==> src/hw/rtl/lctma_pkg.sv <==
// Shared widths, defaults and types for the load cell tare moving average block.
package lctma_pkg;

  localparam int unsigned SAMPLE_W = 24;
  localparam int unsigned WEIGHT_W = 25;
  localparam int unsigned SUM_W = 32;
  localparam int unsigned S_TDATA_W = 24;
  localparam int unsigned M_TDATA_W = 32;

  localparam int unsigned TARE_SAMPLES_DEF = 16;
  localparam int unsigned WINDOW_LENGTH_DEF = 8;

  // Per-stage load enables of the constant divider pipeline.
  typedef struct packed {
    logic a;
    logic b;
    logic c;
  } div_en_t;

endpackage

==> src/hw/rtl/load_cell_tare_moving_average_core.sv <==
// Top level of the load cell tare and boxcar moving average block.
//
// Samples enter on the s_axis channel: tdata carries one 24-bit converter
// word, read as two's complement. Results leave on the m_axis channel: tdata
// carries the 25-bit signed weight, tuser the calibrating flag.
// The first TARE_SAMPLES samples build the tare sum; each answers weight 0
// with calibrating set. Every later sample enters a WINDOW_LENGTH deep
// history and answers the window average minus the tare offset; until the
// history fills, unwritten entries count as zero.
// The result is registered in the window stage, then in a three-stage
// reciprocal divider, then in the output stage before it is valid.
// Throughput: one sample per cycle unless the receiver stalls; the running
// window sum and the pipelined 32x33 multiplier in each divider set that
// figure. Reset clears the tare state, the history and the pipeline; no
// results are pending afterwards. When the receiver stalls, each pipeline
// stage holds its item and empty stages still fill, so s_axis_tready stays
// high until every stage holds an item.
module load_cell_tare_moving_average_core #(
  parameter int unsigned TARE_SAMPLES = lctma_pkg::TARE_SAMPLES_DEF,
  parameter int unsigned WINDOW_LENGTH = lctma_pkg::WINDOW_LENGTH_DEF
) (
  input  logic                                clk_i,
  input  logic                                rst_ni,
  input  logic                                s_axis_tvalid,
  output logic                                s_axis_tready,
  input  logic [lctma_pkg::S_TDATA_W-1:0]     s_axis_tdata,  // [23:0] raw_sample
  output logic                                m_axis_tvalid,
  input  logic                                m_axis_tready,
  output logic [lctma_pkg::M_TDATA_W-1:0]     m_axis_tdata,  // [24:0] weight_value
  output logic                                m_axis_tuser   // [0] calibrating
);
  import lctma_pkg::*;

  logic                    s_transfer;
  logic                    cal;
  logic signed [SUM_W-1:0] sum_d;
  logic signed [SUM_W-1:0] acc;
  logic signed [SUM_W-1:0] win_quot;
  logic signed [SUM_W-1:0] offset;
  logic signed [SUM_W-1:0] diff;

  logic                    v1_q, va_q, vb_q, vc_q, vo_q;
  logic                    cal1_q, cala_q, calb_q, calc_q, calo_q;
  logic signed [SUM_W-1:0] sum1_q;
  logic [WEIGHT_W-1:0]     weight_q, weight_d;
  logic                    load_1, load_a, load_b, load_c, load_o;
  div_en_t                 win_en;
  div_en_t                 off_en;

  // A stage loads when it is empty or its item moves on.
  assign load_o = !vo_q || m_axis_tready;
  assign load_c = !vc_q || load_o;
  assign load_b = !vb_q || load_c;
  assign load_a = !va_q || load_b;
  assign load_1 = !v1_q || load_a;

  assign s_axis_tready = load_1;
  assign s_transfer    = s_axis_tvalid && load_1;

  assign win_en = '{a: load_a, b: load_b, c: load_c};
  assign off_en = '{a: 1'b1, b: 1'b1, c: 1'b1};

  lctma_window #(
    .TARE_SAMPLES (TARE_SAMPLES),
    .WINDOW_LENGTH(WINDOW_LENGTH)
  ) u_window (
    .clk_i     (clk_i),
    .rst_ni    (rst_ni),
    .transfer_i(s_transfer),
    .sample_i  (s_axis_tdata[SAMPLE_W-1:0]),
    .cal_o     (cal),
    .sum_d_o   (sum_d),
    .acc_o     (acc)
  );

  lctma_cdiv #(
    .DIVISOR(WINDOW_LENGTH)
  ) u_win_div (
    .clk_i  (clk_i),
    .rst_ni (rst_ni),
    .en_i   (win_en),
    .value_i(sum1_q),
    .quot_o (win_quot)
  );

  // The accumulator is frozen once tare ends, so the offset settles
  // before the first window item reaches the output stage.
  lctma_cdiv #(
    .DIVISOR(TARE_SAMPLES)
  ) u_off_div (
    .clk_i  (clk_i),
    .rst_ni (rst_ni),
    .en_i   (off_en),
    .value_i(acc),
    .quot_o (offset)
  );

  assign diff     = win_quot - offset;
  assign weight_d = calc_q ? '0 : diff[WEIGHT_W-1:0];

  always_ff @(posedge clk_i or negedge rst_ni) begin
    if (!rst_ni) begin
      v1_q   <= 1'b0;
      va_q   <= 1'b0;
      vb_q   <= 1'b0;
      vc_q   <= 1'b0;
      vo_q   <= 1'b0;
      cal1_q <= 1'b0;
      cala_q <= 1'b0;
      calb_q <= 1'b0;
      calc_q <= 1'b0;
      calo_q <= 1'b0;
    end else begin
      if (load_1) begin
        v1_q   <= s_transfer;
        cal1_q <= cal;
      end
      if (load_a) begin
        va_q   <= v1_q;
        cala_q <= cal1_q;
      end
      if (load_b) begin
        vb_q   <= va_q;
        calb_q <= cala_q;
      end
      if (load_c) begin
        vc_q   <= vb_q;
        calc_q <= calb_q;
      end
      if (load_o) begin
        vo_q   <= vc_q;
        calo_q <= calc_q;
      end
    end
  end

  always_ff @(posedge clk_i) begin
    if (load_1) begin
      sum1_q <= sum_d;
    end
    if (load_o) begin
      weight_q <= weight_d;
    end
  end

  assign m_axis_tvalid = vo_q;
  assign m_axis_tdata  = M_TDATA_W'(weight_q);
  assign m_axis_tuser  = calo_q;

endmodule

==> src/hw/rtl/lctma_window.sv <==
// Tare accumulation, sample history shift line and running window sum.
module lctma_window #(
  parameter int unsigned TARE_SAMPLES = lctma_pkg::TARE_SAMPLES_DEF,
  parameter int unsigned WINDOW_LENGTH = lctma_pkg::WINDOW_LENGTH_DEF
) (
  input  logic                                 clk_i,
  input  logic                                 rst_ni,
  input  logic                                 transfer_i,
  input  logic        [lctma_pkg::SAMPLE_W-1:0] sample_i,
  output logic                                 cal_o,
  output logic signed [lctma_pkg::SUM_W-1:0]    sum_d_o,
  output logic signed [lctma_pkg::SUM_W-1:0]    acc_o
);
  import lctma_pkg::*;

  localparam int unsigned CNT_W = $clog2(TARE_SAMPLES + 1);
  localparam logic [CNT_W-1:0] TARE_END = CNT_W'(TARE_SAMPLES);

  logic        [CNT_W-1:0]    count_q, count_d;
  logic signed [SUM_W-1:0]    acc_q, acc_d;
  logic signed [SUM_W-1:0]    sum_q, sum_d;
  logic signed [SAMPLE_W-1:0] win_q [WINDOW_LENGTH];
  logic signed [SUM_W-1:0]    sample_ext;
  logic signed [SUM_W-1:0]    oldest_ext;
  logic                       cal;
  logic                       tare_load;
  logic                       win_load;

  assign sample_ext = SUM_W'($signed(sample_i));
  assign oldest_ext = SUM_W'(win_q[WINDOW_LENGTH-1]);
  assign cal        = (count_q != TARE_END);
  assign tare_load  = transfer_i && cal;
  assign win_load   = transfer_i && !cal;

  always_comb begin
    count_d = count_q;
    acc_d   = acc_q;
    if (tare_load) begin
      count_d = count_q + CNT_W'(1);
      acc_d   = acc_q + sample_ext;
    end
  end

  // Drop the sample that leaves the window and add the new one.
  assign sum_d = sum_q - oldest_ext + sample_ext;

  always_ff @(posedge clk_i or negedge rst_ni) begin
    if (!rst_ni) begin
      count_q <= '0;
      acc_q   <= '0;
      sum_q   <= '0;
    end else begin
      count_q <= count_d;
      acc_q   <= acc_d;
      if (win_load) begin
        sum_q <= sum_d;
      end
    end
  end

  // Oldest sample sits at the far end of the shift line.
  always_ff @(posedge clk_i or negedge rst_ni) begin
    if (!rst_ni) begin
      for (int i = 0; i < WINDOW_LENGTH; i++) begin
        win_q[i] <= '0;
      end
    end else if (win_load) begin
      win_q[0] <= $signed(sample_i);
      for (int i = 1; i < WINDOW_LENGTH; i++) begin
        win_q[i] <= win_q[i-1];
      end
    end
  end

  assign cal_o   = cal;
  assign sum_d_o = sum_d;
  assign acc_o   = acc_q;

`ifndef NO_ASSERTIONS
  a_tare_stays_done: assert property (@(posedge clk_i) disable iff (!rst_ni)
    !cal |=> !cal)
    else $error("tare restarted after completion");
  a_tare_count_step: assert property (@(posedge clk_i) disable iff (!rst_ni)
    tare_load |=> count_q == $past(count_q) + CNT_W'(1))
    else $error("tare count did not advance on a tare transfer");
  a_sum_holds: assert property (@(posedge clk_i) disable iff (!rst_ni)
    !win_load |=> $stable(sum_q))
    else $error("window sum changed without a window transfer");
  a_acc_frozen: assert property (@(posedge clk_i) disable iff (!rst_ni)
    !cal |=> $stable(acc_q))
    else $error("tare accumulator changed after tare");
`endif

endmodule

==> src/hw/rtl/lctma_cdiv.sv <==
// Three-stage signed divide by a constant, truncating toward zero, via reciprocal multiply.
module lctma_cdiv #(
  parameter int unsigned DIVISOR = lctma_pkg::WINDOW_LENGTH_DEF
) (
  input  logic                               clk_i,
  input  logic                               rst_ni,
  input  lctma_pkg::div_en_t                 en_i,
  input  logic signed [lctma_pkg::SUM_W-1:0] value_i,
  output logic signed [lctma_pkg::SUM_W-1:0] quot_o
);
  import lctma_pkg::*;

  // Magnitude stays below 2^32, so a SUM_W+1 bit reciprocal gives exact floor quotients.
  localparam int unsigned SHIFT   = SUM_W + $clog2(DIVISOR);
  localparam int unsigned CALC_W  = SHIFT + 1;
  localparam int unsigned RECIP_W = SUM_W + 1;
  localparam int unsigned PROD_W  = SUM_W + RECIP_W;
  localparam logic [CALC_W-1:0] MULT_FULL =
    ((CALC_W'(1) << SHIFT) + CALC_W'(DIVISOR) - CALC_W'(1)) / CALC_W'(DIVISOR);
  localparam logic [RECIP_W-1:0] MULT = MULT_FULL[RECIP_W-1:0];

  logic        [SUM_W-1:0]  mag_q, mag_d;
  logic                     neg_a_q, neg_b_q;
  logic        [PROD_W-1:0] prod_q, prod_d;
  logic        [SUM_W-1:0]  floor_q;
  logic signed [SUM_W-1:0]  quot_q, quot_d;

  assign mag_d   = value_i[SUM_W-1] ? SUM_W'(-value_i) : SUM_W'(value_i);
  assign prod_d  = PROD_W'(mag_q) * PROD_W'(MULT);
  assign floor_q = SUM_W'(prod_q >> SHIFT);
  assign quot_d  = neg_b_q ? -$signed(floor_q) : $signed(floor_q);

  always_ff @(posedge clk_i or negedge rst_ni) begin
    if (!rst_ni) begin
      neg_a_q <= 1'b0;
      neg_b_q <= 1'b0;
    end else begin
      if (en_i.a) begin
        neg_a_q <= value_i[SUM_W-1];
      end
      if (en_i.b) begin
        neg_b_q <= neg_a_q;
      end
    end
  end

  always_ff @(posedge clk_i) begin
    if (en_i.a) begin
      mag_q <= mag_d;
    end
    if (en_i.b) begin
      prod_q <= prod_d;
    end
    if (en_i.c) begin
      quot_q <= quot_d;
    end
  end

  assign quot_o = quot_q;

endmodule
==> config.mk <==
export PLATFORM = sky130hd
export DESIGN_NAME = load_cell_tare_moving_average_core
export DESIGN_NICKNAME = d
export VERILOG_FILES = /design/src/hw/rtl/lctma_pkg.sv /design/src/hw/rtl/load_cell_tare_moving_average_core.sv /design/src/hw/rtl/lctma_window.sv /design/src/hw/rtl/lctma_cdiv.sv
export SDC_FILE = /design/constraint.sdc
export NUM_CORES = 1
export LEC_CHECK = 0
export BUFFER_PORTS_ARGS = -buffer_cell sky130_fd_sc_hd__buf_4
export CORE_ASPECT_RATIO = 1.4
export CORE_MARGIN = 2
export CORE_UTILIZATION = 30
export DETAILED_ROUTE_END_ITERATION = 16
export GPL_ROUTABILITY_DRIVEN = 0
export GPL_TIMING_DRIVEN = 0
export PLACE_DENSITY_LB_ADDON = 0.12
export SYNTH_ARGS = -nofsm -noshare
export SYNTH_HDL_FRONTEND = slang
export SYNTH_SLANG_ARGS = --single-unit
==> constraint.sdc <==
create_clock -name clk_i -period 8.4 [get_ports clk_i]
set_input_delay 0.42 -clock clk_i [delete_from_list [all_inputs] [get_ports clk_i]]
set_output_delay 0.42 -clock clk_i [all_outputs]
set_load 0.03 [all_outputs]
# == Word-level counts from Yosys, hierarchy flattened ==
# Index checks and enable logic that the tools add are counted.
# totals
reg_bits,496
input_bits,28
output_inout_bits,35
wordCells,61
# op_classes
addsub,9
n_eq_ne,1
mux,4
n_reduce_logical,14
# ops
op,n
adder 32 x 24 -> 32 bit,2
negator 32 bit,2
2-to-1 mux 25 bit,2
negator 25 bit,2
subtractor 32 x 24 -> 32 bit,1
2-to-1 mux 29 bit,1
2-to-1 mux 28 bit,1
subtractor 25 bit,1
logical NOT 1 bit,6
adder 5 x 1 -> 5 bit (second input constant),1
logical OR 1 bit,5
!= test 5 bit (second input constant),1
logical AND 1 bit,3

# == Logic depth before layout (Yosys ltp) ==
# Gate-level depths: netlist of run 1.
# depth
ltp_word,8
mapped_depth,14
depth_no_buf,14

# == By module ==
# From an unflattened synthesis of run 1, not the netlist that was laid out.
# hier_totals
hier_cells,2109
area_unflattened_um2,25717.2
# modules_own_cells
mod,instances,cells_each,area_per_inst_um2,seq_area_each_um2
lctma_window,1,1215,13810.7,6531.3
lctma_cdiv at u_win_div,1,275,4169.0,2752.6
lctma_cdiv at u_off_div,1,271,4003.8,2692.6
load_cell_tare_moving_average_core,1,348,3733.6,1961.9

# == Least setup slack after synthesis of run 1 ==
# OpenSTA, ideal clock, no wires.
# synth_path
path_kind,flip-flop to flip-flop
start,register vo_q (netlist: m_axis_tvalid)
end,register u_window.acc_q[28] (netlist: u_window.acc_o[28])
setup_ns,0.134
t_arrival_ns,3.408
required_time_ns,8.266
slack_ns,4.859
stages_incl_launch_ff,10
path_buffers,2
synth_period_minus_slack_ns,3.541
path_cell_list,dfrtp_1 -> nor2b_1 -> and3_1 -> nand3_1 -> nand3_1 -> clkbuf_1 -> buf_1 -> nor2_1 -> a21oi_1 -> o211ai_1
# synth_via
elab_chain_len,8
# synth_lines
item,line,text
"start, declared",load_cell_tare_moving_average_core.sv:42,"logic v1_q, va_q, vb_q, vc_q, vo_q;"
"start signal, assigned",load_cell_tare_moving_average_core.sv:131,vo_q <= vc_q;
logical NOT 1 bit,load_cell_tare_moving_average_core.sv:51,assign load_o = !vo_q || m_axis_tready;
logical OR 1 bit,load_cell_tare_moving_average_core.sv:51,
logical OR 1 bit,load_cell_tare_moving_average_core.sv:52,assign load_c = !vc_q || load_o;
logical OR 1 bit,load_cell_tare_moving_average_core.sv:53,assign load_b = !vb_q || load_c;
logical OR 1 bit,load_cell_tare_moving_average_core.sv:54,assign load_a = !va_q || load_b;
logical OR 1 bit,load_cell_tare_moving_average_core.sv:55,assign load_1 = !v1_q || load_a;
via s_axis_tready,load_cell_tare_moving_average_core.sv:25,"output logic s_axis_tready,"
logical AND 1 bit,load_cell_tare_moving_average_core.sv:58,assign s_transfer = s_axis_tvalid && load_1;
logical AND 1 bit,lctma_window.sv:32,assign tare_load = transfer_i && cal;
"end signal, assigned",lctma_window.sv:50,acc_q <= '0;
"end signal, assigned",lctma_window.sv:54,acc_q <= acc_d;
"end, declared",lctma_window.sv:20,"logic signed [SUM_W-1:0] acc_q, acc_d;"
# The timed path passes the listed nets, and every way through them passes these cells.
# A chain may end at the register's enable or synchronous reset.

# == Worst setup path in the final report of run 1 ==
# layout_path
start,register vo_q (netlist: m_axis_tvalid)
end,register u_window.win_q (netlist bit u_window.oldest_ext[19])
# layout_via
elab_chain_len,8
# layout_lines
item,line,text
logical NOT 1 bit,load_cell_tare_moving_average_core.sv:51,
logical OR 1 bit,load_cell_tare_moving_average_core.sv:51,
logical OR 1 bit,load_cell_tare_moving_average_core.sv:52,
logical OR 1 bit,load_cell_tare_moving_average_core.sv:53,
logical OR 1 bit,load_cell_tare_moving_average_core.sv:54,
logical OR 1 bit,load_cell_tare_moving_average_core.sv:55,
logical AND 1 bit,load_cell_tare_moving_average_core.sv:58,
logical AND 1 bit,lctma_window.sv:33,assign win_load = transfer_i && !cal;
"end signal, assigned by index",lctma_window.sv:70,win_q[i] <= win_q[i-1];
"end, declared",lctma_window.sv:22,logic signed [SAMPLE_W-1:0] win_q [WINDOW_LENGTH];
# Every way passes these cells.

==> out/qor.yml, run 1 <==
cts_max_path_buffers: 3
clk_latency_ns: 0.60
grt_first_pass_wirelength_mm: 95.2
min_to: "u_window.win_q[168]"
maxSlewViolCount: 0
min_from: "s_axis_tdata[0]"
crit_family: "simple AND/OR/NAND/NOR gates"
antenna_left: 0
yosysWarnings: 0
status: "complete, no violations"
period_minus_slack_ns: 4.00
synth_top_flop_cell: "dfrtp_1"
synth_area_leaders: "dfrtp_1 (30%), edfxtp_1 (17%), nand2_1 (11%), dfxtp_1 (6.5%), xnor2_1 (5.1%)"
first_iter_violations: 696
seq_area_frac_synth_pct: 52.8
die_x_um: 239
cts-htree-levels: 2
io_pins: 63
synthArstFlopShare_pct: 57.4
synth-seq-cells: 479
drt-total-wl_mm: 60.3
intPower_uw: 6420
cts_tree: "done"
grt_setup_unrepaired: "false"
syn_avg_cell_area_sq_um: 9.70
critPathMaxStageDelay_ns: 0.91
hold_path_depth: 3
hold_class: "in2reg"
die_y_um: 333
relSlewSlack_pct: 27.8
cts_made_buffers: 51
path_clk_slew_ns: 0.06
syn2layout_area_growth_pct: 14.6
crit_fanout: 37
fmax_ghz: 0.250
die_area_sq_um: 79700
rr_worst_depth: 8
swShare_pct: 38.6
portBuffers: 55
drive_above_1_share_pct: 7.02
p_per_area_nw_per_um2: 393
setup_viol: 0
worstPathCellList: "nor2b_1 -> and3_1 -> nand3_2 -> nand3_1 -> clkbuf_1 -> clkbuf_1 -> nand2_1 -> nand2_1"
clock_power_share_pct: 21.3
antenna_found_initial: 0
fin_worst_skew_ns: 0.0188
arrival_ns: 4.52
vdd_drop_max_mv: 0.153
fillerInstances: 7747
wl_per_cell_um: 17.1
cp.required_ns: 8.92
grt_pass1_vias: 16900
clock-sinks: 479
multi_input_area_sq_um: 9970
p_leak_uw: 0.0123
endpoint_kind: "flip-flop"
place.detailed.hpwl_mm: 47.0
maxCapViolCount: 0
start_util_pct: 30.3
synth.top_cell.area_share_pct: 29.6
power_uw: 10500
regArea_sq_um: 12300
grt_usage_pct: 15.5
synth_top_area_cell: "dfrtp_1"
seqPwrFrac_pct: 37.1
critPathKind: "reg2reg"
syn-cell-area_sq_um: 23200
worstSetupStartpoint: "m_axis_tvalid"
final_core_util_pct: 34.8
crit_buf_inv: 2
core_area_sq_um: 76600
r2r-start: "m_axis_tvalid"
hold_viol_final: 0
grt_overflow_total: 0
reg2reg_slack_ns: 4.40
critPathSlowestCell: "nand3_1"
synth_edf_count: 129
via_per_inst: 4.63
ys_types: 62
reg2reg_to: "u_window.oldest_ext[19]"
clk_root_buffer_cell: "clkbuf_16"
first_pass_iters: 4
min_period_over_period_pct: 47.6
drc: 0
tightest_slew_ns: 1.08
fin_nets: 2665
num_rows: 120
tns_ns: 0
p_sw_uw: 4040
syn_inst: 2395
worstSetupStartpointType: "flip-flop"
grt_max_degree: 116
ctsResizeCount: 0
dr_total_vias: 16300
combPwrFrac_pct: 41.6
-- cell usage in the layout, fill, tap and decap left out, types with 53 or more instances in the layout --
master / instances
dfxtp_1: 75
nor2_1: 74
dfrtp_1: 275
buf_4: 61
xnor2_1: 134
clkbuf_16: 53
clkbuf_1: 76
a21oi_1: 88
inv_1: 177
edfxtp_1: 129
nand2_1: 679
o21ai_0: 150
ha_1: 92
-- cell type report --
type	instances	share of cell area, %
Inverter	177	2.50
Tap cell	976	4.59
Sequential cell	479	46.0
Buffer	91	1.41
Multi-Input combinational cell	1654	37.4
Clock buffer	70	5.45
Antenna cell	1	0.00940
Timing Repair Buffer	58	1.82
Clock inverter	22	0.738
-- layer usage --
metal  share of wire [%]  wire (um)  track usage [%]  vias to the layer above
met2                  54      32300             29.4                      245
met1                  38      23100             16.5                     7758
met3                 2.9       1770             2.09                      110
met5                   0          0                0                        -
li1                    -          -                -                     8227
met4                 5.1       3060             7.58                        0
-- worst register-to-register path, cell delays in order (launching register included) --
cell and delay, ns:
dfrtp_1 0.37, nor2b_1 0.35, and3_1 0.32, nand3_2 0.69, nand3_1 0.92, clkbuf_1 0.47
clkbuf_1 0.57, nand2_1 0.16, nand2_1 0.09
-- synth_stat cells, types with 4 or more instances --
| cell type | instances |
|---|---|
| o21bai_1 | 17 |
| or4_4 | 4 |
| ha_1 | 92 |
| a211oi_1 | 11 |
| xor2_1 | 37 |
| o21ai_0 | 150 |
| or2_2 | 6 |
| clkbuf_1 | 65 |
| xnor2_1 | 134 |
| nand4_1 | 23 |
| o2111ai_1 | 6 |
| dfxtp_1 | 75 |
| and2_1 | 4 |
| buf_4 | 7 |
| or3_1 | 14 |
| mux2_2 | 18 |
| dfrtp_1 | 275 |
| nand2b_1 | 14 |
| buf_1 | 18 |
| edfxtp_1 | 129 |
| nor3b_1 | 5 |
| and3_1 | 11 |
| o31ai_1 | 25 |
| a31oi_1 | 8 |
| or4_1 | 10 |
| fa_1 | 33 |
| nor4_1 | 13 |
| o41ai_1 | 11 |
| nor2b_1 | 12 |
| inv_1 | 177 |
| nor2_1 | 74 |
| nand2_1 | 679 |
| o21a_1 | 9 |
| nor3_1 | 21 |
| a21oi_1 | 88 |
| o211ai_1 | 12 |
| a21o_1 | 45 |
| nand3_1 | 26 |
-- worst max path at each step --
stage | endpoint | slack, ns | cells past startpoint
floorplan | u_window.acc_o[28] | 4.86 | 9
global placement | u_window.win_q[189] | 3.39 | 8
detailed placement | u_window.win_q[189] | 4.13 | 8
CTS | u_window.win_q[94] | 4.24 | 8
global route | u_window.win_q[93] | 3.96 | 8
finish | u_window.oldest_ext[19] | 4.40 | 8
-- kinds of logic after synthesis --
group,Yosys count,share of synthesized area [%]
AOI/OAI and AO/OA,405,10.7
xor gates and xnor gates,171,6.45
adders and majority gates,125,7.80
buffers and inverters,268,4.47
DFF,479,52.8
muxes,21,1.00
other,1,0.0161
and+or+nand+nor,925,16.8
-- flip-flops by register name (all words and copies together), names as in the netlist, 5 cells and up --
name and flops:
u_window.oldest_ext 24, u_off_div.prod_q 25, u_window.sum_q 32, u_window.win_q 168, sum1_q 29, u_off_div.mag_q 25
u_win_div.quot_o 25, u_window.count_q 5, u_off_div.quot_o 25, u_win_div.mag_q 25, weight_q 25, u_win_div.prod_q 25
u_window.acc_o 32
-- power groups by stage --
stage / clock (uW) / combinational, uW / sequential (uW)
final: 2230 / 4350 / 3880
after global routing: 2400 / 4940 / 3980
after CTS: 2310 / 4400 / 3890
after detailed placement: 0 / 4380 / 3930
after global placement: 0 / 4310 / 3920
after floorplan: 0 / 3310 / 3760
-- metrics by stage --
stage	hold WS [ns]	area (sq um)	setup WS, ns	instances
4_1_cts	0.0580	26600	4.24	3527
6_report	0.103	26600	4.40	3528
5_1_grt	0.0927	26600	3.96	3527
3_5_place_dp	0.312	25000	4.13	3434
2_1_floorplan	0.124	23300	4.86	2401
3_3_place_gp	0.312	24900	3.39	3432
-- what timing repair did --
| action | CTS | global route |
|---|---|---|
| setup buffers | 0 | 0 |
| hold buffers | 1 | 0 |
| hold endpoints to repair | 57 | 0 |
Power figures use the tool's default switching activity.
==> inputs of run 2 (changes only) <==
Clock period 8.4 ns to 3.77 ns, I/O delays scaled along.
==> run 2 against run 1 <==
Against the previous run: fmax is 12% higher; die area stayed put; combinational power up 120%; register-to-register slack got worse by 4.2 ns; non-clock buffer count increased by 8; power is 120% higher; critical path type unchanged; largest power group unchanged.
==> out/qor.yml, run 2 (synthesis gave the netlist of run 1 again) <==
antenna_left: 0  # unchanged
drive_above_1_share_pct: 7.42  # +0.41 points
relSlewSlack_pct: 26.6  # -1.2 points
p_per_area_nw_per_um2: 874  # +120%
largest_register_ffs: 168  # unchanged
drc: 0  # unchanged
hold_viol_final: 0  # unchanged
place.detailed.hpwl_mm: 47.0  # unchanged
r2r-start: "u_window.oldest_ext[1]"
post_cts.repair.setup_buffers: 0  # unchanged
via_per_inst: 4.64  # +0.17%
maxCapViolCount: 0  # unchanged
core_area_sq_um: 76600  # unchanged
fmax_ghz: 0.279  # +12%
cts_max_path_buffers: 3  # unchanged
portBuffers: 55  # unchanged
critPathSlowestCell: "fa_1"
grt_setup_unrepaired: "false"
path_clk_slew_ns: 0.06  # about the same
arrival_ns: 4.07  # -0.45 ns
clk_latency_ns: 0.60  # about the same
placed_area_sq_um: 25000  # unchanged
io_pins: 63  # unchanged
grt_max_degree: 116  # unchanged
die_x_um: 239  # unchanged
die_area_sq_um: 79700  # unchanged
p_leak_uw: 0.0124  # +0.38%
status: "complete, no violations"
worstSetupStartpointType: "flip-flop"
worstSetupStartpoint: "u_window.oldest_ext[1]"
clock-sinks: 479  # unchanged
fin_nets: 2673  # +0.30%
min_period_over_period_pct: 94.9  # +47 points
pre_cts_ws_ns: -0.350  # -4.48 ns
drt-total-wl_mm: 60.4  # +0.21%
first_pass_iters: 5  # +1
grt_usage_pct: 15.5  # +0.020 points
fin_worst_skew_ns: 0.0210  # +0.00215 ns
worstPathCellList: "fa_1 -> inv_1 -> ha_1 -> a211oi_2 -> o21ai_2 -> o211ai_1 -> a211oi_2 -> a221o_1 -> a221o_1 -> xnor2_1 -> mux2_2"
rr_worst_depth: 11  # +3
setup_ws_ns: 0.190  # -4.21 ns
syn2layout_area_growth_pct: 15.2
grt_pass1_vias: 16900  # +0.089%
clk_root_buffer_cell: "clkbuf_16"
min_from: "s_axis_tdata[4]"
critPathMaxStageDelay_ns: 0.57  # -0.34 ns
cts_tree: "done"
layout_common_cells: "nand2_1 (679), dfrtp_1 (275), inv_1 (177)"
final_area_sq_um: 26800  # +0.56%
reg2reg_slack_ns: 0.19  # -4.21 ns
grt_first_pass_wirelength_mm: 95.3  # +0.15%
crit_path_end: "u_window.sum_q[21]"
setup_viol: 0  # unchanged
period_minus_slack_ns: 3.58  # -0.421 ns
grt_overflow_total: 0  # unchanged
mostFrequentLayoutCell: "nand2_1"
endpoint_kind: "flip-flop"
reg2reg_to: "u_window.sum_q[21]"
antennaDiodeCount: 0  # -1
crit_fanout: 4  # -89%
die_y_um: 333  # unchanged
cts_made_buffers: 51  # unchanged
tightest_slew_ns: 1.10  # +0.0182 ns
antenna_found_initial: 0  # unchanged
cp.required_ns: 4.26  # -4.66 ns
maxSlewViolCount: 0  # unchanged
dr_total_vias: 16400  # +0.37%
wl_per_cell_um: 17.1  # about the same
num_rows: 120  # unchanged
vdd_drop_max_mv: 0.341  # +120%
regMostFlops: "u_window.win_q"
hold_class: "in2reg"
critPathKind: "reg2reg"
cts-htree-levels: 2  # unchanged
first_iter_violations: 684  # -1.7%
start_util_pct: 30.3  # unchanged
## run 2: cell count changes in the layout (fill, tap and decap cells not counted), sizes merged
cell	before	now
dlygate4sd3	1	9
buf	83	82
clkdlybuf4s15	0	1
diode	1	0
## run 2: worst min-delay path by stage
stage	end	slack, ns	cells past startpoint
2_1_floorplan	cal1_q	-0.11	0
3_5_place_dp	u_window.sum_q[29]	0.18	1
5_1_grt	u_window.win_q[172]	0.03	3
6_report	u_window.win_q[172]	0.04	3
3_3_place_gp	u_off_div.prod_q[55]	0.31	0
4_1_cts	u_window.win_q[172]	0.009	3
## run 2: layout make-up
type                            instances  area, sq um
Clock inverter                         22          196
Buffer                                 91          384
Timing Repair Buffer                   66          566
Fill cell                            7733        49800
Sequential cell                       479        12300
Multi-Input combinational cell       1654        10000
Clock buffer                           70         1450
Tap cell                              976         1220
Inverter                              177          664
## run 2: critical path, delay by kind of cell, from the launching register on
family / cells / cell delay, ns
flip-flops: 1 / 0.41
AO/OA/AOI/OAI: 6 / 1.68
XOR/XNOR: 1 / 0.14
buffers and inverters: 1 / 0.06
multiplexers: 1 / 0.27
adder cells (fa/ha/maj): 2 / 0.89
## run 2: per-stage QoR
step                util, %  hold WS [ns]  power (uW)  instances  TNS (ns)
floorplan                 -        -0.107       15800       2401         0
global placement       32.5         0.312       18300       3432   -224.51
detailed placement     32.6         0.184       18500       3434    -39.61
CTS                    34.9       0.00856       23600       3535         0
global route           35.0        0.0267       25300       3535         0
finish                 35.0        0.0415       23400       3535         0
## run 2: what timing repair did
action	in CTS	in global routing
endpoints found under the setup margin	189	46
hold buffers	9	0
pin swaps	0	1
endpoints found under the hold margin	68	0
gates resized for setup	8	10
gates cloned	0	0
## run 2: routing by layer
layer / wire (um) / GRT usage [%] / vias to the layer above
li1: - / - / 8245
met1: 23100 / 16.6 / 7793
met2: 32400 / 29.5 / 256
met3: 1900 / 2.09 / 106
met4: 3030 / 7.54 / 0
met5: 0 / 0 / -
## run 2: power by group
group	internal (uW)	switching (uW)	leakage (uW)
registers	7440	1200	0.00559
clock network	2840	2120	0.000820
logic	4050	5720	0.00594
